`src/rtl/core/dpsc_queue.sv`:
```
// ----------------------------------------------------------------------------
// dpsc_queue
// Short register queue of steering commands between front and back ends.
// ----------------------------------------------------------------------------
module dpsc_queue #(
    parameter int WIDTH = 12,
    parameter int DEPTH = 4
) (
    input  logic             clk,
    input  logic             rst_n,
    input  logic             push,
    input  logic [WIDTH-1:0] push_data,
    input  logic             pop,
    output logic             not_empty,
    output logic [WIDTH-1:0] head
);

    localparam int PTR_W = (DEPTH > 1) ? $clog2(DEPTH) : 1;
    localparam int CNT_W = $clog2(DEPTH + 1);

    logic [WIDTH-1:0] slot_reg [DEPTH];
    logic [PTR_W-1:0] wr_ptr_reg, wr_ptr_next;
    logic [PTR_W-1:0] rd_ptr_reg, rd_ptr_next;
    logic [CNT_W-1:0] count_reg, count_next;

    always_comb
    begin
        wr_ptr_next = wr_ptr_reg;
        rd_ptr_next = rd_ptr_reg;
        count_next  = count_reg;
        if (push)
        begin
            wr_ptr_next = (wr_ptr_reg == PTR_W'(DEPTH - 1)) ? '0 : wr_ptr_reg + 1'b1;
        end
        if (pop)
        begin
            rd_ptr_next = (rd_ptr_reg == PTR_W'(DEPTH - 1)) ? '0 : rd_ptr_reg + 1'b1;
        end
        if (push && !pop)
        begin
            count_next = count_reg + 1'b1;
        end
        else if (pop && !push)
        begin
            count_next = count_reg - 1'b1;
        end
    end

    always_ff @(posedge clk or negedge rst_n)
    begin
        if (!rst_n)
        begin
            wr_ptr_reg <= '0;
            rd_ptr_reg <= '0;
            count_reg  <= '0;
        end
        else
        begin
            wr_ptr_reg <= wr_ptr_next;
            rd_ptr_reg <= rd_ptr_next;
            count_reg  <= count_next;
        end
    end

    always_ff @(posedge clk)
    begin
        if (push)
        begin
            slot_reg[wr_ptr_reg] <= push_data;
        end
    end

    assign not_empty = (count_reg != '0);
    assign head      = slot_reg[rd_ptr_reg];

endmodule

```
`config.mk`:
```
export PLATFORM = sky130hd
export DESIGN_NAME = dpsc_queue
export DESIGN_NICKNAME = d
export VERILOG_FILES = /design/src/rtl/core/dpsc_queue.sv
export SDC_FILE = /design/constraint.sdc
export NUM_CORES = 1
export LEC_CHECK = 0
export ABC_AREA = 1
export BUFFER_PORTS_ARGS = -buffer_cell sky130_fd_sc_hd__buf_2
export CELL_PAD_IN_SITES_DETAIL_PLACEMENT = 0
export CELL_PAD_IN_SITES_GLOBAL_PLACEMENT = 2
export CORE_ASPECT_RATIO = 0.6
export CORE_UTILIZATION = 42
export CTS_CLUSTER_SIZE = 30
export DETAILED_ROUTE_END_ITERATION = 6
export PLACE_DENSITY_LB_ADDON = 0.1
export SETUP_SLACK_MARGIN = 0.02
export SKIP_CTS_REPAIR_TIMING = 1
export SYNTH_ARGS = -nofsm -noshare
export SYNTH_HDL_FRONTEND = slang
export SYNTH_SLANG_ARGS = --single-unit
```
`constraint.sdc`:
```
create_clock -name clk -period 2.8 [get_ports clk]
set_input_delay 0.7 -clock clk [delete_from_list [all_inputs] [get_ports clk]]
set_output_delay 0.7 -clock clk [all_outputs]
set_load 0.005 [all_outputs]
```
== Word-level counts from Yosys, hierarchy flattened ==
Memories as Yosys holds them, arrays and structs flattened.
Index checks and enable logic that the tools add are counted.
W data, S select, Z words.

* Add/sub/neg operators: 4
* Equal/unequal tests: 2
* Multiplexer cells: 6
* Reductions and logical operators: 6

{| class="wikitable"
|+ Operator list
! cell !! number
|-
| $mux W3 || 2
|-
| $add A2 B1 Y2 const B || 2
|-
| $eq A2 B2 Y1 const B || 2
|-
| $mux W2 || 2
|-
| $add A3 B1 Y3 const B || 1
|-
| $reduce_bool A3 Y1 || 1
|-
| $sub A3 B1 Y3 const B || 1
|-
| $logic_and A1 B1 Y1 || 2
|-
| $logic_not A1 Y1 || 2
|-
| $mux W1 || 2
|-
| $reduce_bool A2 Y1 || 1
|}

* Register bits after elaboration: 7
* Bits in writable memories: 48
* Input port bits: 16
* Output and inout bits: 13
* Logic and storage cells: 22
* Memories: 1

{| class="wikitable"
|+ Memory list
! memory !! words !! width !! rd ports !! clocked after Yosys merged registers in !! wr ports !! line !! source
|-
| slot_reg || 4 || 12 || 1 || 0 || 1 || 21 || <nowiki>logic [WIDTH-1:0] slot_reg [DEPTH];</nowiki>
|}

== Logic depth before layout (Yosys ltp) ==
Gate-level depths: netlist of run 1.

* Depth after elaboration: 4
* Gate-level depth with buffers: 9
* Depth with buffers taken out: 9

== Worst setup path after synthesis of run 1 ==
OpenSTA, ideal clock, no wires.

* Path kind: input to register
* Start point: input port pop
* End point: register count_reg[2]
* Setup time: 117 ps
* Data arrival time: 1542 ps
* Required time: 2683 ps
* Setup slack: 1141 ps
* Cell stages on the path: 8
* Buffers on the path: 0
* Cell sequence: inv_1 -> ha_1 -> inv_1 -> fa_1 -> nand2_1 -> nand3_1 -> nand2_1 -> nand2_1

* Cells in the longest elaborated chain, start to end: 3
* Elaborated cells on any way between the ends: 5
* Classes of those cells: mux: 1; reduce/logical: 4

{| class="wikitable"
|+ RTL lines
! element !! line !! source
|-
| start, declared || 13 || <nowiki>input logic pop,</nowiki>
|-
| $logic_not A1 Y1 || 39 || <nowiki>if (push && !pop)</nowiki>
|-
| $logic_and A1 B1 Y1 || 39 ||
|-
| $mux W3 or $reduce_bool A2 Y1 (tied branches) || - ||
|-
| end signal, assigned || 61 || <nowiki>count_reg <= count_next;</nowiki>
|-
| end, declared || 24 || <nowiki>logic [CNT_W-1:0] count_reg, count_next;</nowiki>
|}

Several ways; a longest one is shown, not always the timed one.
A chain may end at the register's enable or synchronous reset.

== Worst setup path in the final report of run 1 ==
* Start point: register rd_ptr_reg[0]
* End point: output port head[11]

* Cells in the longest elaborated chain, start to end: 1

{| class="wikitable"
|+ RTL lines
! element !! line !! source
|-
| start, declared || 23 || <nowiki>logic [PTR_W-1:0] rd_ptr_reg, rd_ptr_next;</nowiki>
|-
| start signal, assigned || 60 || <nowiki>rd_ptr_reg <= rd_ptr_next;</nowiki>
|-
| $mem_v2 Z4 W12 || - ||
|-
| end, declared || 15 || <nowiki>output logic [WIDTH-1:0] head</nowiki>
|}

No other way between the ends.

==> impl_metrics.toml, run 1 <==
[critical_path]
critical_path_arrival_ps = 1650
worst_path_most_repeated_cell = "nand2_1"
critPathCaptureType = "output port"
crit_chain = "inv_2 -> buf_4 -> nand2_1 -> o211ai_1 -> nand2_1 -> buf_2"
start_kind = "flop"
slowest_stage = "dfrtp_1"
required_ps = 2100
crit_type = "reg2out"
crit_fanout = 49
critical-path-top-delay-family = "buffers and inverters"
critPathMaxStageDelay_ps = 420
path_buf_inv = 3

[finish]
antenna_cells = 0
drive_gt1_share_pct = 23.8
area_growth_pct = 12.6
fin_nets = 245
layout_common_cells = "52 x nand2_1, 48 x edfxtp_1, 30 x inv_1"
largest_register_ffs = 48
mostFrequentLayoutCell = "nand2_1"

[synth]
yosys_warnings = 0
yosysTopAreaCell = "edfxtp_1"
synth_area_leaders = "edfxtp_1 61%, nand2_1 8.2%, dfrtp_1 7.4%"
synth_cell_type_count = 17
netlist_area_um2 = 2370
syn_inst = 192
yosys.area.top_type_share_pct = 60.8
synth_seq_cells = 55
synth_area_per_cell_um2 = 12.4
mappedNetlistNets = 215
yosysSeqAreaShare_pct = 68.1

[floorplanning]
die_h_um = 60.2
io_pins = 29
die_area_um2 = 5960
start_util_pct = 45.1
coreArea_um2 = 5260
rows = 20
die_w_um = 99.0

[route]
dr.pass1.iters = 4
route.vias.total = 1390
vias_per_cell = 4.81
wl_per_cell_um = 13.8
finalWirelength_mm = 3.99
ant_nets = 0
initialDrtViolationCount = 28
drcViolationCount = 0

[clock_network]
ctsLongestPathBuffers = 2
cts_sinks = 55
tritoncts = "built"
cts_buffers = 5
clock_latency_ps = 300
clockRootBuffer = "clkbuf_8"
clk_pin_slew_ps = 90
htree_num_levels = 2

[power_and_ir_drop]
power-per-cell-area_nw_per_um2 = 917
power_mw = 2.45
p_leak_nw = 1.17
peakVddDrop_mv = 0.444

[timing]
maxSlewViolCount = 0
grt_setup_unrepaired = "false"
hold_viol = 0
fin_crit_sh_pct = 83.8
finalCriticalPeriod_ps = 2350
timing.fmax_mhz = 426
finClkSkew_ps = 4.55
fin_tns_setup_ps = 0
tightest_slew_ps = 589
setup_viol = 0
relSlewSlack_pct = 60.7

[global_routing]
met3_usage_pct = 4.33
grt_max_degree = 50
antenna_found_initial = 0
use_met1_pct = 19.5
grt_pass1_vias = 1263
grt_pass1_wl_mm = 6.35
use_met2_pct = 24.5
grt_overflow_total = 0
grt_busiest_layer = "met2"
track_usage_pct = 15.0

[place]
gp_congestion = 0.693
port_buffers = 28
hpwl_mm = 2.65

[run_status]
outcome = "complete, no violations"

[run]
maxCapViolCount = 0

[min_path]
hold_path_class = "in2async"
synthesized netlist by cell type:
cell type	n
edfxtp_1	48
ha_1	6
o21ai_1	4
inv_2	7
dfrtp_1	7
buf_4	1
xnor2_1	1
nor2_1	3
buf_2	4
o211ai_2	9
o211ai_1	15
inv_1	30
fa_1	1
buf_6	2
nand2_1	52
nand4_1	1
nand3_1	1
where the power goes:
group | internal [mW] | total [mW] | leakage [nW] | switching (mW)
logic | 0.305 | 0.804 | 0.584 | 0.499
registers | 1.07 | 1.13 | 0.526 | 0.0675
clock network | 0.267 | 0.512 | 0.0562 | 0.245
total | 1.64 | 2.45 | 1.17 | 0.812
through the flow:
step                      worst slack, ps  std cells  utilization, %  area (um^2)  hold WS, ps
final                                 453        289            50.8         2670          224
after global routing                  304        289            50.8         2670          211
after CTS                             440        289            50.8         2670          218
after detailed placement              789        281            48.7         2560          481
after global placement                841        281            48.7         2560          455
after floorplan                      1140        192               -         2370          404
per-layer routing:
metal / wire (um) / part of all wire (%)
met1: 1900 / 48
met5: 0 / 0
met3: 149 / 3.7
met4: 37 / 0.93
met2: 1900 / 48
cell type report:
class	instances	area, um^2
inverter	37	139
multi-input combinational	93	567
clock inverter	3	42.5
clock buffer	5	68.8
tap	66	82.6
fill	479	2580
sequential	55	1620
timing repair buffer	30	155
cell families (layout without fill, tap and decap cells):
logic type | Yosys count | count (layout) | share of synthesized area (%)
AND/OR/NAND/NOR | 57 | 57 | 9.18
XOR/XNOR | 1 | 1 | 0.369
flip-flops | 55 | 55 | 68.1
AO/OA/AOI/OAI | 28 | 28 | 10.3
buffers and inverters | 44 | 75 | 7.96
adder cells (fa/ha/maj) | 7 | 7 | 4.01
worst paths after layout:
check | startpoint | end | slack (ps) | cells past startpoint
min in group clk | count_reg[2] | count_reg[2] | 510 | 2
worst min register to register | count_reg[2] | count_reg[2] | 510 | 2
worst max register to register | wr_ptr_reg[0] | slot_reg[2][4] | 1260 | 4
worst max-delay path | rd_ptr_reg[0] | head[11] | 450 | 6
worst min-delay path | rst_n | wr_ptr_reg[0] | 220 | 1
max in group asynchronous | rst_n | count_reg[2] | 2410 | 1
No activity file was read; power rests on OpenSTA's default activity.
==> inputs of run 2 (changes only) <==
--- a/config.mk
+++ b/config.mk
@@ -10,7 +10,7 @@
 export CELL_PAD_IN_SITES_DETAIL_PLACEMENT = 0
 export CELL_PAD_IN_SITES_GLOBAL_PLACEMENT = 2
 export CORE_ASPECT_RATIO = 0.6
-export CORE_UTILIZATION = 42
+export CORE_UTILIZATION = 35
 export CTS_CLUSTER_SIZE = 30
 export DETAILED_ROUTE_END_ITERATION = 6
 export PLACE_DENSITY_LB_ADDON = 0.1
==> constraint.sdc (replaced) <==
create_clock -name clk -period 1.9 [get_ports clk]
set_input_delay 0.475 -clock clk [delete_from_list [all_inputs] [get_ports clk]]
set_output_delay 0.475 -clock clk [all_outputs]
set_load 0.005 [all_outputs]
==> run 2 against run 1 <==
  * Clock-buffer cell count did not move
  * Critical path type unchanged
  * Die area rose by 19%
  * Via count rose by 0.29%
  * Critical path depth did not move
  * Clock power rose by 99%
==> impl_metrics.toml, run 2 (same netlist as run 1, synthesis figures left out) <==
[power_and_ir_drop]
p_leak_nw = 1.24
pwr-share-clk_pct = 25.5
pwr-share-seq_pct = 42.0
intPower_mw = 2.73
p_sw_mw = 1.27
power-per-cell-area_nw_per_um2 = 1410
power_mw = 4.00
switching_share_pct = 31.8
peakVddDrop_mv = 0.550
comb_power_share_pct = 32.5

[critical_path]
required_ps = 1420
slowest_stage = "dfrtp_1"
crit_chain = "inv_2 -> buf_12 -> nand2_1 -> o211ai_1 -> nand2_1 -> buf_2"
worst_path_most_repeated_cell = "nand2_1"
critical_path_arrival_ps = 1350
critPathCaptureType = "output port"
start_kind = "flop"
r2r_cells = 5
crit_type = "reg2out"
crit_fanout = 28
critPathMaxStageDelay_ps = 410

[place]
port_buffers = 28
hpwl_mm = 2.75
gp_congestion = 0.701

[clock_network]
clock_latency_ps = 290
cts_sinks = 55
htree_num_levels = 2
cts_buffers = 5
ctsLongestPathBuffers = 2
clk_pin_slew_ps = 70
clockRootBuffer = "clkbuf_16"
tritoncts = "built"

[route]
initialDrtViolationCount = 51
vias_per_cell = 4.47
finalWirelength_mm = 4.13
drcViolationCount = 0
dr.pass1.iters = 5
ant_nets = 0
route.vias.total = 1394
wl_per_cell_um = 13.2

[timing]
grt_setup_unrepaired = "true"
finalCriticalPeriod_ps = 1830
fin_crit_sh_pct = 96.3
maxSlewViolCount = 0
finClkSkew_ps = 4.12
tightest_slew_ps = 364
setup_viol = 0
timing.fmax_mhz = 547
relSlewSlack_pct = 75.7
hold_viol = 0

[global_routing]
use_met2_pct = 21.3
grt_max_degree = 29
grt_pass1_wl_mm = 6.67
grt_overflow_total = 0
met3_usage_pct = 3.65
grt_pass1_vias = 1317
use_met1_pct = 16.8
antenna_found_initial = 0
grt_busiest_layer = "met2"
track_usage_pct = 13.1

[floorplanning]
die_area_um2 = 7120
io_pins = 29
start_util_pct = 37.5
rows = 22
die_h_um = 65.8
coreArea_um2 = 6330
die_w_um = 108

[finish]
fin_nets = 250
antenna_cells = 0
mostFrequentLayoutCell = "nand2_1"
area_growth_pct = 19.3
final_util_pct = 44.7
largest_register_ffs = 48
drive_gt1_share_pct = 26.8
layout_common_cells = "50 x nand2_1, 48 x edfxtp_1, 30 x inv_1"

[run_status]
outcome = "complete, no violations"

[run]
maxCapViolCount = 0

[min_path]
hold_path_class = "in2async"
run 2: per-layer routing:
layer	wire, um	part of all wire, %	vias up
met5	0	0	-
met3	195	4.7	5
met4	60	1.5	0
li1	-	-	716
met2	1830	44	23
met1	2040	49	650
run 2: path summary, 6_finish.rpt:
check	startpoint	end	slack, ps
setup reg to reg	wr_ptr_reg[0]	slot_reg[0][5]	600
setup / recovery	rd_ptr_reg[0]	head[8]	70
max in group asynchronous	rst_n	wr_ptr_reg[0]	1730
min in group clk	pop	rd_ptr_reg[0]	400
hold reg to reg	count_reg[2]	count_reg[2]	490
hold / removal	rst_n	rd_ptr_reg[1]	10
run 2: power groups by stage:
| stage | Clock (mW) | Combinational (mW) | Sequential [mW] |
|---|---|---|---|
| after floorplan | 0 | 0.842 | 1.68 |
| after global placement | 0 | 1.26 | 1.69 |
| after detailed placement | 0 | 1.28 | 1.70 |
| after CTS | 1.05 | 1.29 | 1.68 |
| after global routing | 1.08 | 1.47 | 1.70 |
| final | 1.02 | 1.30 | 1.68 |
run 2: per-stage QoR:
step                hold slack [ps]  std cells  worst slack [ps]  TNS [ps]  instance area (um^2)
floorplan                       179        192               466         0                  2370
global placement                323        304               251         0                  2630
detailed placement              324        304               222         0                  2630
CTS                            12.4        312             -36.1     -60.5                  2800
global route                   25.7        312             -10.1     -11.1                  2830
finish                         11.7        312              70.5         0                  2830
run 2: final cells by class:
type	instances	area [um^2]
Clock inverter	3	43.8
Fill cell	601	3500
Sequential cell	55	1620
Tap cell	84	105
Inverter	37	139
Clock buffer	5	125
Timing Repair Buffer	35	218
Multi-Input combinational cell	93	582
run 2: critical path, delay by kind of cell, from the launching register on:
family / cells / cell delay (ps)
DFF: 1 / 410
buffers and inverters: 3 / 420
and+or+nand+nor: 2 / 150
AOI/OAI and AO/OA: 1 / 90
