==> src/rtl/core/dpsc_pkg.sv <==
// ----------------------------------------------------------------------------
// dpsc_pkg
// Shared widths, calibration fit constants and the configuration bundle for
// the distance pair steering controller.
// ----------------------------------------------------------------------------
package dpsc_pkg;

    localparam int READING_W = 12;
    localparam int DIST_W    = 16;
    localparam int STEER_W   = 12;
    localparam int GAIN_W    = 8;
    localparam int BYTE_W    = 8;

    // calibration arithmetic widths
    localparam int COEF_W  = 26;
    localparam int RATIO_W = 32;
    localparam int POW_W   = 33;
    localparam int TERM_W  = 19;

    localparam int QUEUE_DEPTH = 4;

    localparam logic [BYTE_W-1:0] FRAME_SYNC = 8'hA3;
    localparam logic [BYTE_W-1:0] FRAME_LEN  = 8'h04;
    localparam logic [BYTE_W-1:0] FRAME_CMD  = 8'h01;

    localparam logic [63:0] ONE_Q32 = 64'd4294967296;
    localparam logic [POW_W-1:0] POW_ONE = ONE_Q32[POW_W-1:0];

    // left fit, first exponential: 638.6 * exp(-0.004488 x)
    localparam logic [63:0] LA_NUM = 64'd4488;
    localparam logic [63:0] LA_DEN = 64'd1000000;
    localparam logic [63:0] LA_T1 = (ONE_Q32 * LA_NUM) / (LA_DEN * 64'd1);
    localparam logic [63:0] LA_T2 = (LA_T1 * LA_NUM) / (LA_DEN * 64'd2);
    localparam logic [63:0] LA_T3 = (LA_T2 * LA_NUM) / (LA_DEN * 64'd3);
    localparam logic [63:0] LA_T4 = (LA_T3 * LA_NUM) / (LA_DEN * 64'd4);
    localparam logic [63:0] LA_T5 = (LA_T4 * LA_NUM) / (LA_DEN * 64'd5);
    localparam logic [63:0] LA_T6 = (LA_T5 * LA_NUM) / (LA_DEN * 64'd6);
    localparam logic [63:0] LA_R =
        ONE_Q32 - LA_T1 + LA_T2 - LA_T3 + LA_T4 - LA_T5 + LA_T6;
    localparam logic [63:0] LA_C = (64'd6386 * 64'd65536 + 64'd10 / 64'd2) / 64'd10;

    // left fit, second exponential: 26.45 * exp(-0.000508 x)
    localparam logic [63:0] LB_NUM = 64'd508;
    localparam logic [63:0] LB_DEN = 64'd1000000;
    localparam logic [63:0] LB_T1 = (ONE_Q32 * LB_NUM) / (LB_DEN * 64'd1);
    localparam logic [63:0] LB_T2 = (LB_T1 * LB_NUM) / (LB_DEN * 64'd2);
    localparam logic [63:0] LB_T3 = (LB_T2 * LB_NUM) / (LB_DEN * 64'd3);
    localparam logic [63:0] LB_T4 = (LB_T3 * LB_NUM) / (LB_DEN * 64'd4);
    localparam logic [63:0] LB_T5 = (LB_T4 * LB_NUM) / (LB_DEN * 64'd5);
    localparam logic [63:0] LB_T6 = (LB_T5 * LB_NUM) / (LB_DEN * 64'd6);
    localparam logic [63:0] LB_R =
        ONE_Q32 - LB_T1 + LB_T2 - LB_T3 + LB_T4 - LB_T5 + LB_T6;
    localparam logic [63:0] LB_C = (64'd2645 * 64'd65536 + 64'd100 / 64'd2) / 64'd100;

    // right fit, first exponential: 52.04 * exp(-0.001964 x)
    localparam logic [63:0] RA_NUM = 64'd1964;
    localparam logic [63:0] RA_DEN = 64'd1000000;
    localparam logic [63:0] RA_T1 = (ONE_Q32 * RA_NUM) / (RA_DEN * 64'd1);
    localparam logic [63:0] RA_T2 = (RA_T1 * RA_NUM) / (RA_DEN * 64'd2);
    localparam logic [63:0] RA_T3 = (RA_T2 * RA_NUM) / (RA_DEN * 64'd3);
    localparam logic [63:0] RA_T4 = (RA_T3 * RA_NUM) / (RA_DEN * 64'd4);
    localparam logic [63:0] RA_T5 = (RA_T4 * RA_NUM) / (RA_DEN * 64'd5);
    localparam logic [63:0] RA_T6 = (RA_T5 * RA_NUM) / (RA_DEN * 64'd6);
    localparam logic [63:0] RA_R =
        ONE_Q32 - RA_T1 + RA_T2 - RA_T3 + RA_T4 - RA_T5 + RA_T6;
    localparam logic [63:0] RA_C = (64'd5204 * 64'd65536 + 64'd100 / 64'd2) / 64'd100;

    // right fit, second exponential: 18.16 * exp(-0.0003931 x)
    localparam logic [63:0] RB_NUM = 64'd3931;
    localparam logic [63:0] RB_DEN = 64'd10000000;
    localparam logic [63:0] RB_T1 = (ONE_Q32 * RB_NUM) / (RB_DEN * 64'd1);
    localparam logic [63:0] RB_T2 = (RB_T1 * RB_NUM) / (RB_DEN * 64'd2);
    localparam logic [63:0] RB_T3 = (RB_T2 * RB_NUM) / (RB_DEN * 64'd3);
    localparam logic [63:0] RB_T4 = (RB_T3 * RB_NUM) / (RB_DEN * 64'd4);
    localparam logic [63:0] RB_T5 = (RB_T4 * RB_NUM) / (RB_DEN * 64'd5);
    localparam logic [63:0] RB_T6 = (RB_T5 * RB_NUM) / (RB_DEN * 64'd6);
    localparam logic [63:0] RB_R =
        ONE_Q32 - RB_T1 + RB_T2 - RB_T3 + RB_T4 - RB_T5 + RB_T6;
    localparam logic [63:0] RB_C = (64'd1816 * 64'd65536 + 64'd100 / 64'd2) / 64'd100;

    localparam logic [COEF_W-1:0]  LEFT_A_COEF   = LA_C[COEF_W-1:0];
    localparam logic [RATIO_W-1:0] LEFT_A_RATIO  = LA_R[RATIO_W-1:0];
    localparam logic [COEF_W-1:0]  LEFT_B_COEF   = LB_C[COEF_W-1:0];
    localparam logic [RATIO_W-1:0] LEFT_B_RATIO  = LB_R[RATIO_W-1:0];
    localparam logic [COEF_W-1:0]  RIGHT_A_COEF  = RA_C[COEF_W-1:0];
    localparam logic [RATIO_W-1:0] RIGHT_A_RATIO = RA_R[RATIO_W-1:0];
    localparam logic [COEF_W-1:0]  RIGHT_B_COEF  = RB_C[COEF_W-1:0];
    localparam logic [RATIO_W-1:0] RIGHT_B_RATIO = RB_R[RATIO_W-1:0];

    typedef struct packed {
        logic [GAIN_W-1:0]  gain;
        logic [STEER_W-1:0] center;
        logic [STEER_W-1:0] low_limit;
        logic [STEER_W-1:0] high_limit;
        logic [DIST_W-1:0]  dist_floor;
        logic [DIST_W-1:0]  dist_ceiling;
    } cfg_t;

endpackage

==> src/rtl/core/dpsc_back.sv <==
// ----------------------------------------------------------------------------
// dpsc_back
// Back end: turns each queued steering command into a six-word command
// frame, one word per cycle unless out_ready stalls, via an output register.
// ----------------------------------------------------------------------------
module dpsc_back import dpsc_pkg::*; (
    input  logic               clk,
    input  logic               rst_n,
    input  logic               q_valid,
    input  logic [STEER_W-1:0] q_steer,
    output logic               pop,
    output logic               out_valid,
    input  logic               out_ready,
    output logic [BYTE_W-1:0]  frame_byte,
    output logic               frame_last
);

    localparam logic [2:0] POS_SYNC = 3'd0;
    localparam logic [2:0] POS_LEN  = 3'd1;
    localparam logic [2:0] POS_CMD  = 3'd2;
    localparam logic [2:0] POS_LO   = 3'd3;
    localparam logic [2:0] POS_HI   = 3'd4;
    localparam logic [2:0] POS_SUM  = 3'd5;

    logic [2:0]        pos_reg, pos_next;
    logic              valid_reg, valid_next;
    logic [BYTE_W-1:0] byte_reg;
    logic              last_reg;
    logic              load;
    logic [BYTE_W-1:0] lo_byte, hi_byte, sum_byte, byte_sel;

    assign lo_byte  = q_steer[7:0];
    assign hi_byte  = BYTE_W'(q_steer[STEER_W-1:8]);
    assign sum_byte = FRAME_SYNC + FRAME_LEN + FRAME_CMD + lo_byte + hi_byte;

    always_comb
    begin
        case (pos_reg)
            POS_SYNC: byte_sel = FRAME_SYNC;
            POS_LEN:  byte_sel = FRAME_LEN;
            POS_CMD:  byte_sel = FRAME_CMD;
            POS_LO:   byte_sel = lo_byte;
            POS_HI:   byte_sel = hi_byte;
            POS_SUM:  byte_sel = sum_byte;
            default:  byte_sel = FRAME_SYNC;
        endcase
    end

    assign load = q_valid && (!valid_reg || out_ready);
    assign pop  = load && (pos_reg == POS_SUM);

    always_comb
    begin
        pos_next   = pos_reg;
        valid_next = valid_reg;
        if (load)
        begin
            valid_next = 1'b1;
            pos_next   = (pos_reg == POS_SUM) ? POS_SYNC : pos_reg + 3'd1;
        end
        else if (out_ready)
        begin
            valid_next = 1'b0;
        end
    end

    always_ff @(posedge clk or negedge rst_n)
    begin
        if (!rst_n)
        begin
            pos_reg   <= POS_SYNC;
            valid_reg <= 1'b0;
        end
        else
        begin
            pos_reg   <= pos_next;
            valid_reg <= valid_next;
        end
    end

    always_ff @(posedge clk)
    begin
        if (load)
        begin
            byte_reg <= byte_sel;
            last_reg <= (pos_reg == POS_SUM);
        end
    end

    assign out_valid  = valid_reg;
    assign frame_byte = byte_reg;
    assign frame_last = last_reg;

endmodule

==> config.mk <==
export PLATFORM = sky130hd
export DESIGN_NAME = dpsc_back
export DESIGN_NICKNAME = d
export VERILOG_FILES = /design/src/rtl/core/dpsc_pkg.sv /design/src/rtl/core/dpsc_back.sv
export SDC_FILE = /design/constraint.sdc
export NUM_CORES = 1
export LEC_CHECK = 0
export BUFFER_PORTS_ARGS = -buffer_cell sky130_fd_sc_hd__buf_2
export CAP_MARGIN = 20
export CORE_MARGIN = 2
export CORE_UTILIZATION = 55
export DETAILED_ROUTE_END_ITERATION = 10
export MAX_ROUTING_LAYER = met4
export PLACE_DENSITY = 0.79
export SLEW_MARGIN = 20
export SYNTH_ARGS = -nofsm -noshare
export SYNTH_HDL_FRONTEND = slang
export SYNTH_SLANG_ARGS = --single-unit
==> constraint.sdc <==
create_clock -name clk -period 3.19 [get_ports clk]
set_clock_uncertainty 0.2 [all_clocks]
set_input_delay 0.319 -clock clk [delete_from_list [all_inputs] [get_ports clk]]
set_output_delay 0.319 -clock clk [all_outputs]
set_load 0.02 [all_outputs]
=== Word-level counts from Yosys, hierarchy flattened ===
Cells that the tools add are included.

* Word-level logic and storage cells: 21
* Register bits: 13
* Input bits: 16

* $add $sub $neg: 3
* Equal/unequal tests: 5
* Muxes and demuxes: 4
* Reductions and logical operators: 5

{| class="wikitable"
|+ Operators by type and width
! operator !! number
|-
| case mux 8 bit (5 select lines) || 1
|-
| adder 8 x 4 -> 8 bit || 1
|-
| adder 8 bit (first input constant) || 1
|-
| equality test 3 x 2 -> 1 bit (second input constant) || 2
|-
| equality test 3 bit (second input constant) || 2
|-
| adder 3 x 1 -> 3 bit (second input constant) || 1
|-
| equality test 3 x 1 -> 1 bit (second input constant) || 1
|-
| 2-to-1 mux 3 bit || 1
|-
| logical AND 1 bit || 2
|-
| 2-to-1 mux 1 bit || 2
|-
| nonzero test 2 bit || 1
|-
| zero test 1 bit || 1
|-
| logical OR 1 bit || 1
|}

=== Depth between registers and ports, before layout ===
Gate-level depths: netlist (run 1).

* Depth in word-level cells: 4
* Mapped depth: 8

=== Least setup slack after synthesis (run 1) ===
Ideal clock, no wire load.

* Path type: in2reg
* From: input port q_steer[1]
* To: register byte_reg[7], in the netlist frame_byte[7] (data pin)
* Cell stages on the path: 7
* Slack: 0.971 ns
* Setup time: 0.259 ns
* Data required time: 2.731 ns
* Path buffers: 0
* Arrival time: 1.760 ns
* Path through: ha_1 > ha_1 > inv_1 > fa_1 > o21ai_0 > mux2i_1 > or2_1

* Word-level cells in the longest chain between the ends: 3

{| class="wikitable"
|+ RTL lines
! item !! RTL line !! RTL
|-
| from (decl) || dpsc_back.sv:10 || <nowiki>input logic [STEER_W-1:0] q_steer,</nowiki>
|-
| adder 8 bit || dpsc_back.sv:34 || <nowiki>assign sum_byte = FRAME_SYNC + FRAME_LEN + FRAME_CMD + lo_byte + hi_byte;</nowiki>
|-
| adder 8 x 4 -> 8 bit || dpsc_back.sv:34 ||
|-
| case mux 8 bit (5 select lines) || dpsc_back.sv:38 || <nowiki>case (pos_reg)</nowiki>
|-
| named net byte_sel[7] || dpsc_back.sv:30 || <nowiki>logic [BYTE_W-1:0] lo_byte, hi_byte, sum_byte, byte_sel;</nowiki>
|-
| to (signal assigned) || dpsc_back.sv:85 || <nowiki>byte_reg <= byte_sel;</nowiki>
|-
| to (decl) || dpsc_back.sv:27 || <nowiki>logic [BYTE_W-1:0] byte_reg;</nowiki>
|}

The timed path passes the listed nets, and every way through them passes these cells.
A chain may end at the register's enable or synchronous reset.

=== Final worst setup path (run 1) ===
Same ends and word-level chain as after synthesis.

==> impl_metrics.json, run 1 <==
{
  "arrival_ns": 2.00,
  "drive_above_1_share_pct": 25.2,
  "hp-class": "input pin to register",
  "mostFrequentLayoutCell": "buf_2",
  "min_period_over_period_pct": 68.3,
  "syn2layout_area_growth_pct": 15.9,
  "pwr-share-comb_pct": 44.3,
  "port_buffers": 26,
  "fin_crit_ns": 2.18,
  "fin_setup_tns_ns": 0,
  "crit_path_top_delay_cell": "fa_1",
  "core_region_area_um2": 1690,
  "drv_cap": 0,
  "p_clk_share_pct": 13.1,
  "cp_slowest_stage_delay_ns": 0.39,
  "synth_cell_types": 31,
  "synth.cell_area_um2": 971,
  "drtIter0Drc": 30,
  "crit_fanout": 3,
  "p_leak_nw": 0.550,
  "grt_pass1_vias": 690,
  "crit_chain": "buf_2 > ha_1 > ha_1 > inv_1 > fa_1 > o21ai_0 > mux2i_1 > or2_1",
  "synthCells": 100,
  "setup_viol": 0,
  "worstHoldStart": "q_valid",
  "ir_drop_mv": 0.413,
  "start_util_pct": 57.5,
  "avgSynthCellArea_um2": 9.71,
  "num_vias": 796,
  "ys_seq_area_share_pct": 38.1,
  "cp.required_ns": 3.01,
  "yosys.area.top_type_share_pct": 27.8,
  "die_y_um": 46.0,
  "p_int_w": 0.000452,
  "hold_viol": 0,
  "vias_per_cell": 5.53,
  "ioPinCount": 27,
  "dieArea_um2": 2120,
  "relSlewSlack_pct": 71.5,
  "ys.warnings.count": 0,
  "synth_top_area_cell": "edfxtp_1",
  "grt_usage_pct": 20.0,
  "crit_type": "input pin to register",
  "wire_per_inst_um": 12.5,
  "largest_reg_flops": 8,
  "gp_congestion": 0.881,
  "synth_seq_cells": 13,
  "cts_setup_buffers": 0,
  "antenna_found_initial": 0,
  "fmax_mhz": 459,
  "die-width_um": 46.0,
  "grt_start_max_net_pins": 13,
  "critPathBufInv": 2,
  "start_kind": "input pin",
  "rr_startpoint": "pos_reg[0]",
  "pwr-share-seq_pct": 42.6,
  "numCtsBuffers": 3,
  "synth_fp_nets": 129,
  "crit_path_frequent_cell": "ha_1",
  "drc_errors": 0,
  "grt_overflow_total": 0,
  "cts_sinks": 13,
  "cp-end-kind": "register",
  "power_w": 0.000754,
  "tritoncts": "built",
  "grt_pass1_wl_um": 2950,
  "synth.area.top_cells": "edfxtp_1, ha_1, dfrtp_1, inv_1, nand2_1",
  "row_count": 15,
  "critPathTopFamily": "adder cells",
  "p_sw_w": 0.000302,
  "p_per_area_nw_per_um2": 670,
  "routed_wl_um": 1800,
  "antenna_cells": 0,
  "clk_latency_ns": 0.26,
  "slew_viol_final": 0,
  "ant_nets": 0,
  "htree_levels": 1,
  "swShare_pct": 40.1,
  "mostFrequentLayoutCells": "buf_2, inv_1, nand2_1, ha_1, edfxtp_1",
  "rsz0062_at_grt": "false",
  "final_nets": 157,
  "hpwl_um": 1420,
  "clkTransAtPathRegs_ns": 0.08,
  "cts.path.max_buffers": 2,
  "tightestPinTransition_ns": 0.425,
  "first_pass_iters": 4,
  "ctsRootBufferMaster": "clkbuf_4",
  "worstSetupStartpoint": "q_steer[1]",
  "status": "completed"
}
[per-stage QoR]
stage                     instance area [um2]  setup slack (ns)  utilization (%)  hold slack, ns  instances
after CTS                                1120              1.01             66.6           0.100        144
after detailed placement                 1090             0.722             64.4         -0.0726        139
after global placement                   1090             0.777             64.4         -0.0721        139
after global routing                     1120             0.954             66.6           0.112        144
after floorplan                           971             0.971                -          -0.177        100
final                                    1120              1.01             66.6           0.105        144
[Yosys cell counts]
cell	number
o21ai_0	5
a21oi_1	2
inv_1	12
nand2_1	12
a21o_1	1
o41ai_1	1
or4_1	2
ha_1	12
buf_4	1
buf_6	2
or3_1	2
a211oi_1	1
nor2_1	7
a221o_1	1
fa_1	1
nand3_1	5
xor2_1	2
a222oi_1	2
nand2b_1	3
or2_1	1
mux2_2	1
nand3b_4	1
and2_2	1
mux2i_1	1
dfrtp_1	4
o22ai_1	1
nand4_1	3
nor3_1	1
edfxtp_1	9
xnor2_1	2
buf_1	1
[cell families (layout without fill, tap and decap cells)]
logic type      count (synthesis)  count (layout)  share of synthesized area, %
compound gates                 14              14                          9.79
simple gates                   38              38                          20.6
mux                             2               2                          2.19
fa+ha+maj                      13              13                          17.5
xor+xnor                        4               4                          3.61
flops                          13              13                          38.1
buf+inv                        16              43                          8.12
[final timing paths]
kind	to	slack, ns	cells after the start
worst min register to register	out_valid	0.37	2
worst min-delay path	out_valid	0.10	2
worst max register to register	frame_byte[7]	1.09	5
worst max-delay path	frame_byte[7]	1.01	8
min in group asynchronous	pos_reg[0]	0.20	2
max in group asynchronous	pos_reg[1]	2.48	2
[power by group through the flow]
stage          sequential (W)   clock, W  combinational, W
2_1_floorplan        0.000326          0          0.000266
3_3_place_gp         0.000320          0          0.000328
3_5_place_dp         0.000324          0          0.000335
4_1_cts              0.000320   0.000101          0.000337
5_1_grt              0.000330   0.000106          0.000377
6_report             0.000321  0.0000988          0.000334
[worst reg2reg max path, delay by kind of cell (launching register included)]
kind / cells / cell delay [ns]
fa+ha+maj: 1 / 0.35
flops: 1 / 0.60
simple gates: 3 / 0.51
compound gates: 1 / 0.20
[per-layer routing]
layer | track usage [%] | up-vias | part of all wire (%)
met5 | - | - | 0
met2 | 30.6 | 23 | 46
met3 | 5.16 | 2 | 4.7
li1 | - | 410 | -
met4 | 6.29 | 0 | 0.95
met1 | 25.7 | 361 | 49
[layout make-up]
cell class	count	area [um2]
well taps	17	21.3
repair buffers	27	140
inverters	12	45.0
multi-input cells	71	522
fillers	135	564
clock buffers	4	26.3
flip-flops and latches	13	370
[what timing repair did]
action | 4_1_cts | 5_1_grt
hold endpoints to repair | 4 | 0
hold buffers | 1 | 0
resized for setup | 0 | 0
Power figures use the tool's default switching activity.
==> inputs of run 2 (changes only) <==
--- a/config.mk
+++ b/config.mk
@@ -5,13 +5,14 @@
 export SDC_FILE = /design/constraint.sdc
 export NUM_CORES = 1
 export LEC_CHECK = 0
+export ABC_AREA = 1
 export BUFFER_PORTS_ARGS = -buffer_cell sky130_fd_sc_hd__buf_2
 export CAP_MARGIN = 20
 export CORE_MARGIN = 2
-export CORE_UTILIZATION = 55
+export CORE_UTILIZATION = 46
 export DETAILED_ROUTE_END_ITERATION = 10
 export MAX_ROUTING_LAYER = met4
-export PLACE_DENSITY = 0.79
+export PLACE_DENSITY = 0.71
 export SLEW_MARGIN = 20
 export SYNTH_ARGS = -nofsm -noshare
 export SYNTH_HDL_FRONTEND = slang
==> constraint.sdc (replaced) <==
create_clock -name clk -period 1.9 [get_ports clk]
set_clock_uncertainty 0.2 [all_clocks]
set_input_delay 0.19 -clock clk [delete_from_list [all_inputs] [get_ports clk]]
set_output_delay 0.19 -clock clk [all_outputs]
set_load 0.02 [all_outputs]
==> run 2 against run 1 <==
Compared with the run above: die area is 15% higher; area after synthesis fell by 2.2%; combinational power grew 85%; routed wire length fell by 0.33%; critical path type is now input pin to primary output; register-to-register slack got worse by 0.93 ns; global-route usage decreased by 2.1 points; power grew 69%; hold slack got worse by 0.085 ns; worst setup slack got worse by 0.87 ns; largest power group unchanged; non-clock buffer count rose by 6; first-iteration DRC count decreased by 63%.
==> impl_metrics.json, run 2 <==
{
  "status": "completed",
  "synth_cell_types": 21,
  "ys_seq_area_share_pct": 39.0,
  "synthCells": 117,
  "grt_overflow_total": 0,
  "drc_errors": 0,
  "hp-class": "input pin to async pin",
  "drive_above_1_share_pct": 27.9,
  "dieArea_um2": 2440,
  "rsz0062_at_grt": "false",
  "critPathTopFamily": "buffers and inverters",
  "tritoncts": "built",
  "htree_levels": 1,
  "synth_top_area_cell": "edfxtp_1",
  "ant_nets": 0,
  "crit_fanout": 8,
  "cp-end-kind": "primary output",
  "ctsRootBufferMaster": "clkbuf_4",
  "worstSetupStartpoint": "out_ready",
  "first_pass_iters": 4,
  "power_w": 0.00127,
  "numCtsBuffers": 3,
  "cts_sinks": 13,
  "critPathBufInv": 4,
  "routed_wl_um": 1790,
  "hold_viol": 0,
  "cp_slowest_stage_delay_ns": 0.52,
  "die_y_um": 49.4,
  "r2r_cells": 8,
  "antenna_found_initial": 0,
  "mostFrequentLayoutCells": "nand2_1, buf_2, inv_1",
  "syn2layout_area_growth_pct": 27.0,
  "yosysMostFrequentCell": "nand2_1",
  "drtIter0Drc": 11,
  "synth_fp_nets": 146,
  "ys_async_sr_fraction_pct": 30.8,
  "ioPinCount": 27,
  "grt_start_max_net_pins": 10,
  "start_util_pct": 48.4,
  "fmax_mhz": 569,
  "synth_flop_cell": "edfxtp_1",
  "fin_crit_ns": 1.76,
  "die-width_um": 49.4,
  "crit_type": "input pin to primary output",
  "p_per_area_nw_per_um2": 1060,
  "clkTransAtPathRegs_ns": 0.08,
  "p_leak_nw": 0.631,
  "cts_setup_buffers": 0,
  "start_kind": "input pin",
  "synth_edf_count": 9,
  "ir_drop_mv": 0.540,
  "synth.cell_area_um2": 950,
  "hpwl_um": 1510,
  "fin_setup_tns_ns": 0,
  "cts.path.max_buffers": 2,
  "cp.required_ns": 1.51,
  "rr_startpoint": "pos_reg[0]",
  "synth_seq_cells": 13,
  "tightestPinTransition_ns": 0.316,
  "largest_reg_flops": 8,
  "setup_viol": 0,
  "clk_latency_ns": 0.29,
  "grt_pass1_wl_um": 3180,
  "nFillCells": 193,
  "ys.warnings.count": 0,
  "grt_usage_pct": 17.8,
  "min_period_over_period_pct": 92.5,
  "drv_cap": 0,
  "antenna_cells": 0,
  "wire_per_inst_um": 9.90,
  "crit_path_top_delay_cell": "dlygate4sd3_1",
  "core_region_area_um2": 1960,
  "grt_pass1_vias": 792,
  "relSlewSlack_pct": 78.9,
  "vias_per_cell": 4.80,
  "yosys.area.top_type_share_pct": 28.5,
  "crit_chain": "dlygate4sd3_1 > buf_2 > inv_1 > nand2_1 > nand2_1 > nor2_1 > buf_2",
  "row_count": 16,
  "gp_congestion": 0.823,
  "yosys-top-cells-count": "nand2_1, inv_1, nand3_1, ha_1, edfxtp_1",
  "arrival_ns": 1.37,
  "mostFrequentLayoutCell": "nand2_1",
  "final_nets": 184,
  "crit_cells": 7,
  "avgSynthCellArea_um2": 8.12,
  "num_vias": 869,
  "synth.area.top_cells": "edfxtp_1, ha_1, nand2_1, dfrtp_1, inv_1",
  "slew_viol_final": 0,
  "port_buffers": 26
}
-- run 2: cell count changes after synthesis, sizes merged, moves of 2 or more --
cell and change:
nand2 +20, nand2b -3, a222oi -2, nand3 +8, or3 -2, xnor2 -2
or4 -2, inv +11, buf -4
-- run 2: kinds of logic (layout without fill, tap and decap cells) --
family                     count (synthesis)  count (layout)  share of synthesized area [%]
AOI/OAI and AO/OA                         10              10                           6.59
adders and majority gates                 13              13                           17.9
xor gates and xnor gates                   1               1                          0.922
buffers and inverters                     23              60                           9.09
and+or+nand+nor                           57              57                           26.5
DFF                                       13              13                           39.0
-- run 2: timing repair --
item,4_1_cts,5_1_grt
hold buffers,2,0
setup endpoints to repair,0,1
endpoints found under the hold margin,5,0
resized for setup,0,5
-- run 2: layout make-up --
type	count	area [um2]	share of cell area (%)
clock inverter	1	5.00	0.415
tap	27	33.8	2.80
inverter	23	86.3	7.16
timing repair buffer	33	188	15.6
clock buffer	3	22.5	1.87
multi-input combinational	81	500	41.5
sequential	13	370	30.7
-- run 2: per-layer routing --
layer,vias to the layer above,share of wire (%),wire length [um],global-route usage [%]
li1,458,-,-,-
met1,381,49,879,21.5
met2,27,44,796,27.5
met3,3,4.1,74,2.76
met4,0,2.3,41,12.0
met5,-,0,0,-
-- run 2: stage by stage --
| stage | worst slack (ns) | hold WS (ns) | utilization [%] | cell area [um2] | cells |
|---|---|---|---|---|---|
| floorplan | 0.0254 | -0.306 | - | 950 | 117 |
| global placement | -0.167 | -0.206 | 58.7 | 1150 | 175 |
| detailed placement | -0.190 | -0.201 | 58.7 | 1150 | 175 |
| CTS | 0.107 | 0.0116 | 61.1 | 1200 | 181 |
| global route | 0.0126 | 0.0342 | 61.5 | 1210 | 181 |
| finish | 0.143 | 0.0194 | 61.5 | 1210 | 181 |
-- run 2: path summary, 6_finish.rpt --
kind	to	slack [ns]
max in group asynchronous	out_valid	1.36
setup / recovery	pop	0.14
min in group clk	frame_byte[6]	0.02
hold reg to reg	out_valid	0.31
setup reg to reg	frame_byte[7]	0.16
hold / removal	pos_reg[2]	0.02
-- run 2: where the power goes --
group / total [W] / switching, W / internal (W)
sequential: 0.000488 / 0.0000471 / 0.000441
clock: 0.000169 / 0.0000906 / 0.0000783
combinational: 0.000617 / 0.000391 / 0.000226
==> inputs of run 3 (changes only) <==
--- a/config.mk
+++ b/config.mk
@@ -9,10 +9,10 @@
 export BUFFER_PORTS_ARGS = -buffer_cell sky130_fd_sc_hd__buf_2
 export CAP_MARGIN = 20
 export CORE_MARGIN = 2
-export CORE_UTILIZATION = 46
+export CORE_UTILIZATION = 45
 export DETAILED_ROUTE_END_ITERATION = 10
 export MAX_ROUTING_LAYER = met4
-export PLACE_DENSITY = 0.71
+export PLACE_DENSITY = 0.69
 export SLEW_MARGIN = 20
 export SYNTH_ARGS = -nofsm -noshare
 export SYNTH_HDL_FRONTEND = slang
==> run 3 against run 2 <==
Compared with the run above: sequential power up 1%; fmax rose by 0.24%; clock power fell by 5%; sequential cell count is the same; largest cell class unchanged; register-to-register slack improved by 0.06 ns; combinational power grew 2%; largest power group unchanged.
==> impl_metrics.json, run 3 (same netlist as run 2, synthesis figures left out) <==
{
  "drive_above_1_share_pct": 28.6,
  "vias_per_cell": 4.73,
  "cp.required_ns": 1.72,
  "clkTransAtPathRegs_ns": 0.07,
  "met2_usage_pct": 33.6,
  "largest_reg_flops": 8,
  "numCtsBuffers": 3,
  "dp_slack_ns": -0.245,
  "ant_nets": 0,
  "crit_fanout": 3,
  "fin_crit_ns": 1.75,
  "grt_start_max_net_pins": 10,
  "status": "completed",
  "stdcell_area_um2": 1210,
  "die_y_um": 49.9,
  "routed_wl_um": 1930,
  "port_buffers": 26,
  "final_nets": 184,
  "grtUsageMet3_pct": 0.909,
  "ctsRootBufferMaster": "clkbuf_4",
  "fin_setup_tns_ns": 0,
  "setup_slack_ns": 0.148,
  "mostFrequentLayoutCell": "nand2_1",
  "antenna_found_initial": 0,
  "cts.path.max_buffers": 2,
  "p_per_area_nw_per_um2": 1060,
  "tritoncts": "built",
  "use_met1_pct": 20.4,
  "rsz0062_at_grt": "false",
  "cp-end-kind": "register",
  "drv_cap": 0,
  "ir_drop_mv": 0.556,
  "syn2layout_area_growth_pct": 27.4,
  "row_count": 16,
  "mostFrequentLayoutCells": "nand2_1, buf_2, inv_1",
  "drc_errors": 0,
  "hp-class": "input pin to async pin",
  "relSlewSlack_pct": 78.4,
  "gp_congestion": 0.810,
  "p_leak_nw": 0.627,
  "cts_sinks": 13,
  "setup_viol": 0,
  "hold_viol": 0,
  "hpwl_um": 1600,
  "die-width_um": 49.9,
  "wire_per_inst_um": 10.6,
  "grt_pass1_vias": 858,
  "whs_ns": 0.0438,
  "drtIter0Drc": 7,
  "busiest_layer": "met2",
  "grt_pass1_wl_um": 3400,
  "clk_latency_ns": 0.27,
  "fmax_mhz": 571,
  "htree_levels": 1,
  "place_area_um2": 1150,
  "num_vias": 857,
  "min_period_over_period_pct": 92.2,
  "grt_usage_pct": 18.7,
  "grt_overflow_total": 0,
  "antenna_cells": 0,
  "cts_setup_buffers": 0,
  "ioPinCount": 27,
  "start_kind": "input pin",
  "slew_viol_final": 0,
  "tightestPinTransition_ns": 0.324,
  "core_region_area_um2": 1980,
  "r2r_cells": 6,
  "crit_type": "input pin to register",
  "dieArea_um2": 2490,
  "arrival_ns": 1.57,
  "start_util_pct": 47.9,
  "first_pass_iters": 4
}
run 3: critical path, cell delays in order:
cell and delay [ns]:
buf_2 0.11, ha_1 0.28, ha_2 0.17, inv_1 0.05, fa_2 0.33, inv_2 0.08
nand2_2 0.06, nor2_2 0.09, o21ai_0 0.08, nand3_1 0.07, nand3_1 0.07
run 3: final timing paths:
kind                       startpoint             to  slack (ns)
max                        q_steer[1]  frame_byte[5]        0.15
min                             rst_n     pos_reg[0]        0.04
max reg2reg                pos_reg[0]  frame_byte[1]        0.22
min reg2reg                 out_valid      out_valid        0.32
max in group asynchronous       rst_n     pos_reg[1]        1.34
min in group clk           q_steer[6]  frame_byte[6]        0.04
run 3: timing repair:
action	4_1_cts	5_1_grt
setup endpoints to repair	0	2
hold buffers	2	0
gates resized for setup	0	6
hold endpoints to repair	5	0
run 3: routing by layer:
metal | up-vias | share of wire (%)
met1 | 372 | 46
met2 | 21 | 50
met3 | 4 | 2.6
li1 | 460 | -
met4 | 0 | 1.5
met5 | - | 0
run 3: cell type report:
| cell class | count | area [um2] |
|---|---|---|
| Inverter | 23 | 86.3 |
| Fill cell | 190 | 772 |
| Timing Repair Buffer | 33 | 188 |
| Multi-Input combinational cell | 81 | 505 |
| Clock buffer | 4 | 26.3 |
| Tap cell | 27 | 33.8 |
| Sequential cell | 13 | 370 |
run 3: report_power, final:
| group | internal, W | total, W | switching [W] | leakage (nW) |
|---|---|---|---|---|
| clock | 0.0000813 | 0.000160 | 0.0000782 | 0.0150 |
| combinational | 0.000230 | 0.000629 | 0.000399 | 0.477 |
| sequential | 0.000442 | 0.000494 | 0.0000518 | 0.136 |
run 3: stage by stage:
stage	power, W	utilization [%]	std cells
after global placement	0.00110	58.1	175
after CTS	0.00129	60.4	181
after global routing	0.00140	61.0	181
after detailed placement	0.00111	58.1	175
after floorplan	0.000924	-	117
final	0.00128	61.0	181
